### src/rtl/core/wsp_pkg.sv
package wsp_pkg;

	localparam int PAT_MAX   = 16;
	localparam int CFG_BYTES = 16;
	localparam int POS_N     = PAT_MAX + 1;
	localparam int LEN_W     = 5;
	localparam int IDX_W     = $clog2(POS_N);
	localparam int LEN_CAP   = (PAT_MAX < CFG_BYTES) ? PAT_MAX : CFG_BYTES;
	localparam int CFG_W     = 64;
	localparam int CHARS_W   = 8 * CFG_BYTES;
	localparam int QUEUE_D   = 2;

	localparam logic [7:0] STAR_CHAR = 8'h2A;
	localparam logic [7:0] ANY_CHAR  = 8'h2E;

	localparam logic [1:0] REG_CHARS_LOW  = 2'd0;
	localparam logic [1:0] REG_CHARS_HIGH = 2'd1;
	localparam logic [1:0] REG_LENGTH     = 2'd2;

	typedef struct packed {
		logic [CHARS_W-1:0] chars;
		logic [IDX_W-1:0]   len;
	} wsp_cfg_t;

	typedef struct packed {
		logic [PAT_MAX-1:0] hit;
		logic               no_char;
		logic               end_of_text;
	} wsp_item_t;

	function automatic logic [7:0] pat_byte(input logic [CHARS_W-1:0] chars, input int k);
		logic [7:0] b;
		b = 8'h00;
		if (k < CFG_BYTES) begin
			b = chars[8*k +: 8];
		end
		return b;
	endfunction

	// star closure: a reached star token also reaches the token after it
	function automatic logic [POS_N-1:0] close_set(input logic [POS_N-1:0] raw,
			input logic [PAT_MAX-1:0] star);
		logic [POS_N-1:0] o;
		o = raw;
		for (int k = 0; k < PAT_MAX - 1; k++) begin
			if (o[k] && star[k]) begin
				o[k+2] = 1'b1;
			end
		end
		return o;
	endfunction

endpackage

### src/rtl/core/wsp_if.sv
interface wsp_in_if;
	logic       valid;
	logic       ready;
	logic [7:0] text_byte;
	logic       no_char;
	logic       end_of_text;

	modport source (output valid, output text_byte, output no_char, output end_of_text,
		input ready);
	modport sink (input valid, input text_byte, input no_char, input end_of_text,
		output ready);
endinterface

interface wsp_out_if;
	logic valid;
	logic ready;
	logic matched;
	logic text_done;

	modport source (output valid, output matched, output text_done, input ready);
	modport sink (input valid, input matched, input text_done, output ready);
endinterface

### src/rtl/core/wsp_front.sv
module wsp_front (
	input  wsp_pkg::wsp_cfg_t  cfg,
	wsp_in_if.sink             text_in,
	input  logic               q_full,
	output logic               q_push,
	output wsp_pkg::wsp_item_t q_item
);
	import wsp_pkg::*;

	logic [PAT_MAX-1:0] hit;

	// per-position byte compare against the text byte
	always_comb begin
		for (int k = 0; k < PAT_MAX; k++) begin
			hit[k] = (pat_byte(cfg.chars, k) == text_in.text_byte) ||
				(pat_byte(cfg.chars, k) == ANY_CHAR);
		end
	end

	assign text_in.ready       = !q_full;
	assign q_push              = text_in.valid && !q_full;
	assign q_item.hit          = hit;
	assign q_item.no_char      = text_in.no_char;
	assign q_item.end_of_text  = text_in.end_of_text;

endmodule

### src/rtl/core/wsp_queue.sv
module wsp_queue (
	input  logic               clk,
	input  logic               arst_n,
	input  logic               push,
	input  wsp_pkg::wsp_item_t push_item,
	output logic               full,
	input  logic               pop,
	output logic               not_empty,
	output wsp_pkg::wsp_item_t head
);
	import wsp_pkg::*;

	localparam int PTR_W = $clog2(QUEUE_D);

	wsp_item_t              mem_q [QUEUE_D];
	logic [PTR_W-1:0]       wr_ptr_q;
	logic [PTR_W-1:0]       rd_ptr_q;
	logic [$clog2(QUEUE_D+1)-1:0] count_q;

	assign full      = (count_q == QUEUE_D[$clog2(QUEUE_D+1)-1:0]);
	assign not_empty = (count_q != '0);
	assign head      = mem_q[rd_ptr_q];

	always_ff @(posedge clk or negedge arst_n) begin
		if (!arst_n) begin
			wr_ptr_q <= '0;
			rd_ptr_q <= '0;
			count_q  <= '0;
		end else begin
			if (push) begin
				wr_ptr_q <= wr_ptr_q + 1'b1;
			end
			if (pop) begin
				rd_ptr_q <= rd_ptr_q + 1'b1;
			end
			if (push && !pop) begin
				count_q <= count_q + 1'b1;
			end else if (pop && !push) begin
				count_q <= count_q - 1'b1;
			end
		end
	end

	always_ff @(posedge clk) begin
		if (push) begin
			mem_q[wr_ptr_q] <= push_item;
		end
	end

endmodule

### src/rtl/core/wsp_back.sv
module wsp_back (
	input  logic               clk,
	input  logic               arst_n,
	input  wsp_pkg::wsp_cfg_t  cfg,
	input  logic               q_not_empty,
	input  wsp_pkg::wsp_item_t q_head,
	output logic               q_pop,
	wsp_out_if.source          result_out
);
	import wsp_pkg::*;

	logic [POS_N-1:0]   act_q;
	logic               out_valid_q;
	logic               matched_q;
	logic               text_done_q;

	logic [PAT_MAX-1:0] star;
	logic [PAT_MAX-1:0] hit_in_len;
	logic [POS_N-1:0]   len_mask;
	logic [POS_N-1:0]   act_masked;
	logic [POS_N-1:0]   cur;
	logic [POS_N-1:0]   nxt;
	logic [POS_N-1:0]   stored;
	logic [POS_N-1:0]   fin;

	always_comb begin
		for (int k = 0; k < PAT_MAX; k++) begin
			star[k]       = ((k + 1) < int'(cfg.len)) &&
				(pat_byte(cfg.chars, k + 1) == STAR_CHAR);
			hit_in_len[k] = q_head.hit[k] && (k < int'(cfg.len));
		end
		for (int k = 0; k < POS_N; k++) begin
			len_mask[k] = (k <= int'(cfg.len));
		end
	end

	assign act_masked = act_q & len_mask;
	assign cur        = close_set(act_masked, star);

	always_comb begin
		nxt = '0;
		for (int k = 0; k < PAT_MAX; k++) begin
			if (cur[k] && hit_in_len[k]) begin
				if (star[k]) begin
					nxt[k] = 1'b1;
				end else begin
					nxt[k+1] = 1'b1;
				end
			end
		end
	end

	assign stored = q_head.no_char ? act_masked : nxt;
	assign fin    = close_set(stored, star);
	assign q_pop  = q_not_empty && (!out_valid_q || result_out.ready);

	always_ff @(posedge clk or negedge arst_n) begin
		if (!arst_n) begin
			act_q       <= POS_N'(1);
			out_valid_q <= 1'b0;
		end else begin
			if (q_pop) begin
				act_q <= q_head.end_of_text ? POS_N'(1) : stored;
			end
			if (q_pop) begin
				out_valid_q <= 1'b1;
			end else if (result_out.ready) begin
				out_valid_q <= 1'b0;
			end
		end
	end

	always_ff @(posedge clk) begin
		if (q_pop) begin
			matched_q   <= fin[cfg.len];
			text_done_q <= q_head.end_of_text;
		end
	end

	assign result_out.valid     = out_valid_q;
	assign result_out.matched   = matched_q;
	assign result_out.text_done = text_done_q;

endmodule

### src/rtl/core/wildcard_star_pattern_matcher_core.sv
// Whole-text matcher for patterns of literal bytes, '.' (any byte) and "x*" (zero or more
// of x), up to 16 pattern bytes held in three registers. Text streams in one byte per item;
// every item returns one result telling whether the text so far matches the whole pattern,
// and the item with end_of_text set closes the text and restarts the matcher. An item with
// no_char set adds no byte and just reports the current verdict (use it for empty texts).
// One item per clock is sustained while the receiver is ready: the front compares the byte
// against every pattern position, a two-entry queue decouples it from the back, which
// advances the active position set with star closure and holds the result in an output
// register. An accepted item passes through the queue and then the output register before
// its result is presented. Write configuration only while idle.
module wildcard_star_pattern_matcher_core (
	input  logic                       clk,
	input  logic                       arst_n,
	wsp_in_if.sink                     text_in,
	wsp_out_if.source                  result_out,
	input  logic                       cfg_we,
	input  logic [1:0]                 cfg_index,
	input  logic [wsp_pkg::CFG_W-1:0]  cfg_data
);
	import wsp_pkg::*;

	logic [CFG_W-1:0] chars_low_q;
	logic [CFG_W-1:0] chars_high_q;
	logic [LEN_W-1:0] length_q;
	wsp_cfg_t         cfg;

	logic             q_full;
	logic             q_push;
	logic             q_pop;
	logic             q_not_empty;
	wsp_item_t        q_in;
	wsp_item_t        q_head;

	always_ff @(posedge clk or negedge arst_n) begin
		if (!arst_n) begin
			chars_low_q  <= '0;
			chars_high_q <= '0;
			length_q     <= '0;
		end else if (cfg_we) begin
			unique case (cfg_index)
				REG_CHARS_LOW:  chars_low_q  <= cfg_data;
				REG_CHARS_HIGH: chars_high_q <= cfg_data;
				REG_LENGTH:     length_q     <= cfg_data[LEN_W-1:0];
				default: ;
			endcase
		end
	end

	// length saturates at the pattern capacity
	always_comb begin
		cfg.chars = CHARS_W'({chars_high_q, chars_low_q});
		if (int'(length_q) > LEN_CAP) begin
			cfg.len = IDX_W'(LEN_CAP);
		end else begin
			cfg.len = IDX_W'(length_q);
		end
	end

	wsp_front u_front (
		.cfg     (cfg),
		.text_in (text_in),
		.q_full  (q_full),
		.q_push  (q_push),
		.q_item  (q_in)
	);

	wsp_queue u_queue (
		.clk       (clk),
		.arst_n    (arst_n),
		.push      (q_push),
		.push_item (q_in),
		.full      (q_full),
		.pop       (q_pop),
		.not_empty (q_not_empty),
		.head      (q_head)
	);

	wsp_back u_back (
		.clk         (clk),
		.arst_n      (arst_n),
		.cfg         (cfg),
		.q_not_empty (q_not_empty),
		.q_head      (q_head),
		.q_pop       (q_pop),
		.result_out  (result_out)
	);

endmodule

### src/flat_wrapper.sv
// flat-port wrapper written by rule: the top's interface ports become plain ports
module wildcard_star_pattern_matcher_core_flat import wsp_pkg::*;
  (clk, arst_n, cfg_we, cfg_index, cfg_data, text_in_valid, text_in_text_byte, text_in_no_char, text_in_end_of_text, text_in_ready, result_out_valid, result_out_matched, result_out_text_done, result_out_ready);
  wsp_in_if text_in_i ();
  wsp_out_if result_out_i ();
  input  logic clk;
  input  logic arst_n;
  input  logic cfg_we;
  input  logic [1:0] cfg_index;
  input  logic [wsp_pkg::CFG_W-1:0] cfg_data;
  input wire logic [$bits(text_in_i.valid)-1:0] text_in_valid;
  input wire logic [$bits(text_in_i.text_byte)-1:0] text_in_text_byte;
  input wire logic [$bits(text_in_i.no_char)-1:0] text_in_no_char;
  input wire logic [$bits(text_in_i.end_of_text)-1:0] text_in_end_of_text;
  output wire logic [$bits(text_in_i.ready)-1:0] text_in_ready;
  output wire logic [$bits(result_out_i.valid)-1:0] result_out_valid;
  output wire logic [$bits(result_out_i.matched)-1:0] result_out_matched;
  output wire logic [$bits(result_out_i.text_done)-1:0] result_out_text_done;
  input wire logic [$bits(result_out_i.ready)-1:0] result_out_ready;
  assign text_in_i.valid = text_in_valid;
  assign text_in_i.text_byte = text_in_text_byte;
  assign text_in_i.no_char = text_in_no_char;
  assign text_in_i.end_of_text = text_in_end_of_text;
  assign text_in_ready = text_in_i.ready;
  assign result_out_valid = result_out_i.valid;
  assign result_out_matched = result_out_i.matched;
  assign result_out_text_done = result_out_i.text_done;
  assign result_out_i.ready = result_out_ready;
  wildcard_star_pattern_matcher_core u_core (.clk(clk), .arst_n(arst_n), .text_in(text_in_i), .result_out(result_out_i), .cfg_we(cfg_we), .cfg_index(cfg_index), .cfg_data(cfg_data));
endmodule
### config.mk
export PLATFORM = sky130hd
export DESIGN_NAME = wildcard_star_pattern_matcher_core_flat
export DESIGN_NICKNAME = d
export VERILOG_FILES = /design/src/rtl/core/wsp_pkg.sv /design/src/rtl/core/wsp_if.sv /design/src/rtl/core/wsp_front.sv /design/src/rtl/core/wsp_queue.sv /design/src/rtl/core/wsp_back.sv /design/src/rtl/core/wildcard_star_pattern_matcher_core.sv /design/src/flat_wrapper.sv
export SDC_FILE = /design/constraint.sdc
export NUM_CORES = 1
export LEC_CHECK = 0
export ABC_AREA = 0
export BUFFER_PORTS_ARGS = -buffer_cell sky130_fd_sc_hd__buf_2
export CORE_MARGIN = 10
export CORE_UTILIZATION = 38
export DETAILED_ROUTE_END_ITERATION = 7
export SKIP_CTS_REPAIR_TIMING = 1
export SLEW_MARGIN = 20
export SYNTH_ARGS = -nofsm -noshare
export SYNTH_HDL_FRONTEND = slang
export SYNTH_SLANG_ARGS = --single-unit
export TNS_END_PERCENT = 30
### constraint.sdc
create_clock -name clk -period 9.5 [get_ports clk]
set_input_delay 1.425 -clock clk [delete_from_list [all_inputs] [get_ports clk]]
set_output_delay 1.425 -clock clk [all_outputs]
set_load 0.005 [all_outputs]
### Yosys cells after proc, flatten, opt, wreduce, memory -nomap -nowiden

Memory sizes are Yosys's and may differ from the RTL's.
Index checks and enable logic that the tools add are counted.

| storage, ports and cells | value |
|---|---|
| bits in registers | 157 |
| memory bits (writable) | 36 |
| memories kept | 1 |

Memories:

| memory | words | bits a word | read ports | clocked after memory_dff | wr ports | line | text |
|---|---|---|---|---|---|---|---|
| u_core.u_queue.mem_q | 2 | 18 | 1 | 0 | 1 | wsp_queue.sv:15 | `wsp_item_t mem_q [QUEUE_D];` |

| cells by class | value |
|---|---|
| $add $sub $neg | 4 |
| $lt $le $gt $ge | 34 |
| equal/unequal tests | 50 |
| muxes and demuxes | 86 |
| bitwise gates (word level) | 1 |
| reductions and logical operators | 108 |

Operator list:

| cell | number |
|---|---|
| equality test 8 x 6 -> 1 bit, second input constant | 31 |
| equality test 8 bit | 16 |
| logical AND 1 bit | 80 |
| 2-to-1 mux 1 bit | 64 |
| less-or-equal comparator 4 x 5 -> 1 bit, first input constant | 8 |
| less-than comparator 4 x 5 -> 1 bit, first input constant | 8 |
| 2-to-1 mux 2 bit | 18 |
| 2-to-1 mux 17 bit | 2 |
| less-or-equal comparator 3 x 5 -> 1 bit, first input constant | 4 |
| less-than comparator 3 x 5 -> 1 bit, first input constant | 4 |
| AND 17 bit | 1 |
| logical OR 1 bit | 17 |
| less-or-equal comparator 2 x 5 -> 1 bit, first input constant | 2 |
| less-than comparator 1 x 5 -> 1 bit, first input constant | 2 |
| less-than comparator 2 x 5 -> 1 bit, first input constant | 2 |
| less-than comparator 5 x 6 -> 1 bit, second input constant | 1 |
| AND reduction 2 bit | 3 |
| nonzero test 2 bit | 3 |
| binary-select mux 1 bit (select 5 bit) | 1 |
| > comparator 5 bit, second input constant | 1 |
| less-or-equal comparator 1 x 5 -> 1 bit, first input constant | 1 |
| less-or-equal comparator 5 bit, first input constant | 1 |
| 2-to-1 mux 5 bit | 1 |
| equality test 2 bit, second input constant | 2 |
| 6 further kinds | 10 |

### Longest topological paths before layout

| logic depth | value |
|---|---|
| depth after elaboration | 54 |
| mapped depth | 12 |
| depth with buffers taken out | 10 |

### Modules after synthesis

A second synthesis with hierarchy kept.

| second synthesis, totals | value |
|---|---|
| cells, all modules | 937 |
| area, all modules | 11,597.4 um^2 |

Modules (own cells, without submodules):

| module | times used | cells each | area an instance (um^2) |
|---|---|---|---|
| wildcard_star_pattern_matcher_core | 1 | 288 | 5,388.9 |
| wsp_back | 1 | 348 | 2,727.6 |
| wsp_front | 1 | 229 | 1,943.1 |
| wsp_queue | 1 | 72 | 1,537.7 |

### Worst setup path after synthesis

No wires, ideal clock.

| path | value |
|---|---|
| path kind | register to register |
| start point | reg u_core.chars_low_q[60] |
| end point | reg u_core.u_back.matched_q, in the netlist u_core.u_back.result_out.matched, data pin |
| library setup time | 0.150 ns |
| arrival | 3.006 ns |
| data required time | 9.350 ns |
| path slack | 6.344 ns |
| cell stages (with the launch flop) | 12 |
| clock period less this slack | 3.156 ns |
| cell sequence | dfrtp_1 or4b_4 or4_4 buf_6 a2111oi_4 o22ai_1 o21bai_4 o32a_1 nand2b_4 nand4_2 nor3_2 o211ai_2 |

| on the way | value |
|---|---|
| cells in the longest elaborated chain, start to end | 18 |
| elaborated cells between the ends (all ways) | 53 |
| classes of those cells | 1 x eq/ne; 34 x mux; 18 x reduce/logical |

RTL lines:

| item | line | text |
|---|---|---|
| start, declared | wildcard_star_pattern_matcher_core.sv:22 | `logic [CFG_W-1:0] chars_low_q;` |
| start signal, assigned | wildcard_star_pattern_matcher_core.sv:41 | `REG_CHARS_LOW: chars_low_q <= cfg_data;` |
| equality test 8 x 6 -> 1 bit (*) | wsp_back.sv:29 | `(pat_byte(cfg.chars, k + 1) == STAR_CHAR);` |
| logical AND 1 bit (*) | wsp_back.sv:28 | `star[k] = ((k + 1) < int'(cfg.len)) &&` |
| 2-to-1 mux 1 bit / logical AND 1 bit (equally long branches) | wsp_back.sv:44, wsp_pkg.sv:46 |  |
| 2-to-1 mux 2 bit / 2-to-1 mux 1 bit (equally long branches) | wsp_back.sv:43, wsp_pkg.sv:46 |  |
| 2-to-1 mux 1 bit, or another cell as far along | wsp_back.sv:44 | `if (star[k]) begin` |
| 2-to-1 mux 2 bit / 2-to-1 mux 1 bit (equally long branches) | wsp_back.sv:43, wsp_pkg.sv:46 |  |
| 2-to-1 mux 17 bit, or another cell as far along | wsp_back.sv:53 | `assign stored = q_head.no_char ? act_masked : nxt;` |
| 2-to-1 mux 1 bit / 2-to-1 mux 2 bit (equally long branches) | wsp_pkg.sv:46, wsp_back.sv:43 |  |
| [2 not listed] | -- |  |
| logical AND 1 bit, or another cell as far along | wsp_pkg.sv:46 | `if (o[k] && star[k]) begin` |
| 2-to-1 mux 1 bit / 2-to-1 mux 2 bit (equally long branches) | wsp_pkg.sv:46, wsp_back.sv:43 |  |
| logical AND 1 bit / 2-to-1 mux 17 bit (equally long branches) | wsp_pkg.sv:46, wsp_back.sv:53 |  |
| 2-to-1 mux 1 bit | wsp_pkg.sv:46 |  |
| logical AND 1 bit | wsp_pkg.sv:46 |  |
| 2-to-1 mux 1 bit | wsp_pkg.sv:46 |  |
| binary-select mux 1 bit (select 5 bit) (*) | wsp_back.sv:75 | `matched_q <= fin[cfg.len];` |
| 2-to-1 mux 1 bit (implied by the code) (*) | wsp_back.sv:75 |  |
| end signal, assigned | wsp_back.sv:75 |  |
| end, declared | wsp_back.sv:14 | `logic matched_q;` |

Every way passes the cells marked *; elsewhere a longest branch is shown, timed or not. The select of a mux whose other input is x is not followed.
A chain may end at the register's enable or synchronous reset.

### Final worst setup path

| path | value |
|---|---|
| start point | reg u_core.chars_low_q[20] |
| end point | reg u_core.u_back.matched_q, in the netlist u_core.u_back.result_out.matched, data pin |

| on the way | value |
|---|---|
| cells in the longest elaborated chain, start to end | 24 |
| elaborated cells between the ends (all ways) | 79 |
| classes of those cells | 1 x eq/ne; 49 x mux; 29 x reduce/logical |

RTL lines:

| item | line |
|---|---|
| equality test 8 x 6 -> 1 bit (*) | wsp_back.sv:29 |
| logical AND 1 bit (*) | wsp_back.sv:28 |
| 2-to-1 mux 1 bit / logical AND 1 bit (equally long branches) | wsp_back.sv:44, wsp_pkg.sv:46 |
| 2-to-1 mux 2 bit / 2-to-1 mux 1 bit (equally long branches) | wsp_back.sv:43, wsp_pkg.sv:46 |
| 2-to-1 mux 1 bit, or another cell as far along | wsp_back.sv:44 |
| 2-to-1 mux 2 bit / 2-to-1 mux 1 bit (equally long branches) | wsp_back.sv:43, wsp_pkg.sv:46 |
| 2-to-1 mux 17 bit, or another cell as far along | wsp_back.sv:53 |
| 2-to-1 mux 1 bit / 2-to-1 mux 2 bit (equally long branches) | wsp_pkg.sv:46, wsp_back.sv:43 |
| [8 not listed] | -- |
| logical AND 1 bit, or another cell as far along | wsp_pkg.sv:46 |
| 2-to-1 mux 1 bit / 2-to-1 mux 2 bit (equally long branches) | wsp_pkg.sv:46, wsp_back.sv:43 |
| logical AND 1 bit / 2-to-1 mux 17 bit (equally long branches) | wsp_pkg.sv:46, wsp_back.sv:53 |
| 2-to-1 mux 1 bit | wsp_pkg.sv:46 |
| logical AND 1 bit | wsp_pkg.sv:46 |
| 2-to-1 mux 1 bit | wsp_pkg.sv:46 |
| binary-select mux 1 bit (select 5 bit) (*) | wsp_back.sv:75 |
| 2-to-1 mux 1 bit (implied by the code) (*) | wsp_back.sv:75 |

Marked as above.

==> impl_metrics.json <==
{
  "run_status": "finished, final reports clean",
  "ant_nets": 0,
  "slew_headroom": 0.312,
  "synth_area_sq_mm": 0.0105,
  "synth_nets": 996,
  "setup-violations-final": 0,
  "netlist_instances": 914,
  "cap_violations": 0,
  "antenna_found_initial": 0,
  "fp.dieH_um": 186,
  "p_leak_nw": 4.56,
  "dieWidth_um": 186,
  "dp_hpwl_um": 20400,
  "slew_viol_final": 0,
  "place_inst": 1330,
  "finalHoldViolCount": 0,
  "synthDominantCellAreaShare": 0.367,
  "startpoint_type": "flip-flop",
  "numClockSinks": 193,
  "end_kind": "flip-flop",
  "rsz0062_at_grt": "false",
  "cp_max_fo": 4,
  "totalWireLength_um": 28700,
  "synthArstFlopShare": 0.803,
  "cts.htree.levels": 4,
  "grt_pass1_wl_um": 45700,
  "firstDrtPassIters": 5,
  "via_per_inst": 5.52,
  "required_ns": 9.77,
  "cts_buffers": 17,
  "synth.area.top_cells": "dfrtp_1 (37%), mux2_2 (15%), edfxtp_1 (11%)",
  "hold_class": "reg2reg",
  "initial_core_util": 0.388,
  "route.detailed.drc": 0,
  "core_area_sq_mm": 0.0271,
  "fin_crit_ns": 3.86,
  "ys.flop_type": "dfrtp_1",
  "diodes": 0,
  "wire_per_inst_um": 21.1,
  "synth.largest_area_cell": "dfrtp_1",
  "ys_warn_count": 0,
  "grtUsageTotal": 0.162,
  "cts-root-buf": "clkbuf_16",
  "avgSynthCellArea_sq_um": 11.5,
  "clk_path_buf_depth": 2,
  "stdcell_area_sq_mm": 0.0119,
  "ir_drop_mv": 0.124,
  "cts_tree": "built",
  "grt_pass1_vias": 7738,
  "worstMarginPinSlew_ns": 1.02,
  "final_layout_size_suffix_gt1_frac": 0.280,
  "worstSetupPathType": "reg2reg",
  "path_clk_slew_ns": 0.08,
  "io_pins": 85,
  "synth_commonest_cells": "dfrtp_1 (154), mux2_2 (141), xnor2_1 (123)",
  "setup_tns_ns": 0,
  "skew_ns": 0.0130,
  "synthMostInstantiatedCell": "dfrtp_1",
  "synth-edff-count": 38,
  "drt_iter0_markers": 546,
  "n_fill_cell": 2569,
  "grt_start_max_net_pins": 102,
  "areaGrowthSynthToFinish_pct": 13.1,
  "crit_arrival_ns": 4.13,
  "port_buffers": 84,
  "vias": 7513,
  "ys_ff_latch": 193,
  "clock.fmax_mhz": 259,
  "fin_cells": 1362,
  "rows": 60,
  "synth_cell_types": 78,
  "p_per_area_mw_per_mm2": 218,
  "yosysSeqAreaShare": 0.478,
  "nNetsFinal": 1059,
  "final.period_utilization": 0.406,
  "placed_cell_area_sq_mm": 0.0113,
  "die-area_sq_mm": 0.0347,
  "grt_overflow": 0,
  "gp_congestion": 0.939,
  "insertion_delay_ns": 0.43
}
[worst paths after layout]
check | from | slack, ns | cells past startpoint | to
max in group asynchronous | arst_n | 7.09 | 2 | u_core.chars_low_q[61]
min reg2reg | u_core.u_back.result_out.valid | 0.50 | 2 | u_core.u_back.result_out.valid
max | u_core.chars_low_q[20] | 5.64 | 10 | u_core.u_back.result_out.matched
max reg2reg | u_core.chars_low_q[20] | 5.64 | 10 | u_core.u_back.result_out.matched
min | u_core.u_back.result_out.valid | 0.50 | 2 | u_core.u_back.result_out.valid
min in group asynchronous | arst_n | 1.08 | 1 | u_core.chars_low_q[51]
[flip-flops by register name, summed over array words and instances, names as in the netlist, 2 cells and up]
register and count:
u_core.chars_high_q 64, u_core.chars_low_q 64, u_core.u_queue.mem_q 36, u_core.u_back.act_q 17, u_core.length_q 5, u_core.u_queue.count_q 2
[power by group]
group / switching [mW] / internal [mW]
Clock: 0.344 / 0.401
Combinational: 0.357 / 0.311
Sequential: 0.163 / 1.02
[critical path, stage by stage, from the launching register on]
cell	delay [ns]
dfrtp_1	0.41
nor4b_1	0.84
a31oi_1	0.34
a2111oi_0	0.76
o2111a_1	0.33
o21ai_1	0.10
a21oi_1	0.26
inv_1	0.10
o32ai_1	0.29
nor3_2	0.08
o211ai_2	0.18
[layout make-up]
cell class / instances / area, sq um / area share
Tap cell: 372 / 465 / 0.0391
Multi-Input combinational cell: 658 / 5260 / 0.442
Clock inverter: 13 / 171 / 0.0144
Inverter: 16 / 60.1 / 0.00505
Sequential cell: 193 / 5020 / 0.422
Clock buffer: 19 / 433 / 0.0364
Timing Repair Buffer: 91 / 479 / 0.0403
[metrics by stage]
stage | power (mW) | util | setup WS [ns] | hold WS, ns
floorplan | 1.63 | - | 6.34 | 0.455
global placement | 1.86 | 0.416 | 5.84 | 0.473
detailed placement | 1.87 | 0.416 | 5.79 | 0.482
CTS | 2.62 | 0.439 | 5.73 | 0.500
global route | 2.74 | 0.439 | 5.35 | 0.529
finish | 2.59 | 0.439 | 5.64 | 0.503
[placed cells by master, fill, tap and decap left out, drive strengths merged, types with 7 or more instances in the layout]
cell type | netlist | routed
nor3 | 12 | 12
inv | 15 | 22
nor4b | 12 | 12
o21ai | 38 | 38
nand3b | 7 | 7
xnor2 | 123 | 123
mux2i | 9 | 9
dfrtp | 154 | 154
buf | 4 | 91
clkbuf | 43 | 19
nand4 | 41 | 41
a21oi | 20 | 20
nand2b | 12 | 12
nand2 | 47 | 47
nor2b | 7 | 7
xor2 | 10 | 10
a31oi | 8 | 8
nor4 | 7 | 7
or3 | 7 | 7
o22ai | 8 | 8
nand4b | 7 | 7
mux2 | 142 | 142
nand3 | 13 | 13
edfxtp | 38 | 38
a22o | 10 | 10
nor2 | 28 | 28
[kinds of logic after synthesis]
family / after synthesis / share of synthesized area
AOI/OAI and AO/OA: 142 / 0.0968
xor gates and xnor gates: 133 / 0.111
adders and majority gates: 1 / 0.00119
buffers and inverters: 63 / 0.0233
DFF: 193 / 0.478
muxes: 151 / 0.161
and+or+nand+nor: 231 / 0.130
[layer usage]
layer | vias up | global-route usage | wire length, um
met5 | - | 0 | 0
met4 | 0 | 0.0441 | 378
met3 | 22 | 0.0279 | 1230
met2 | 188 | 0.252 | 13300
met1 | 3815 | 0.228 | 13800
li1 | 3488 | - | -
No activity file was read; power rests on OpenSTA's default activity.
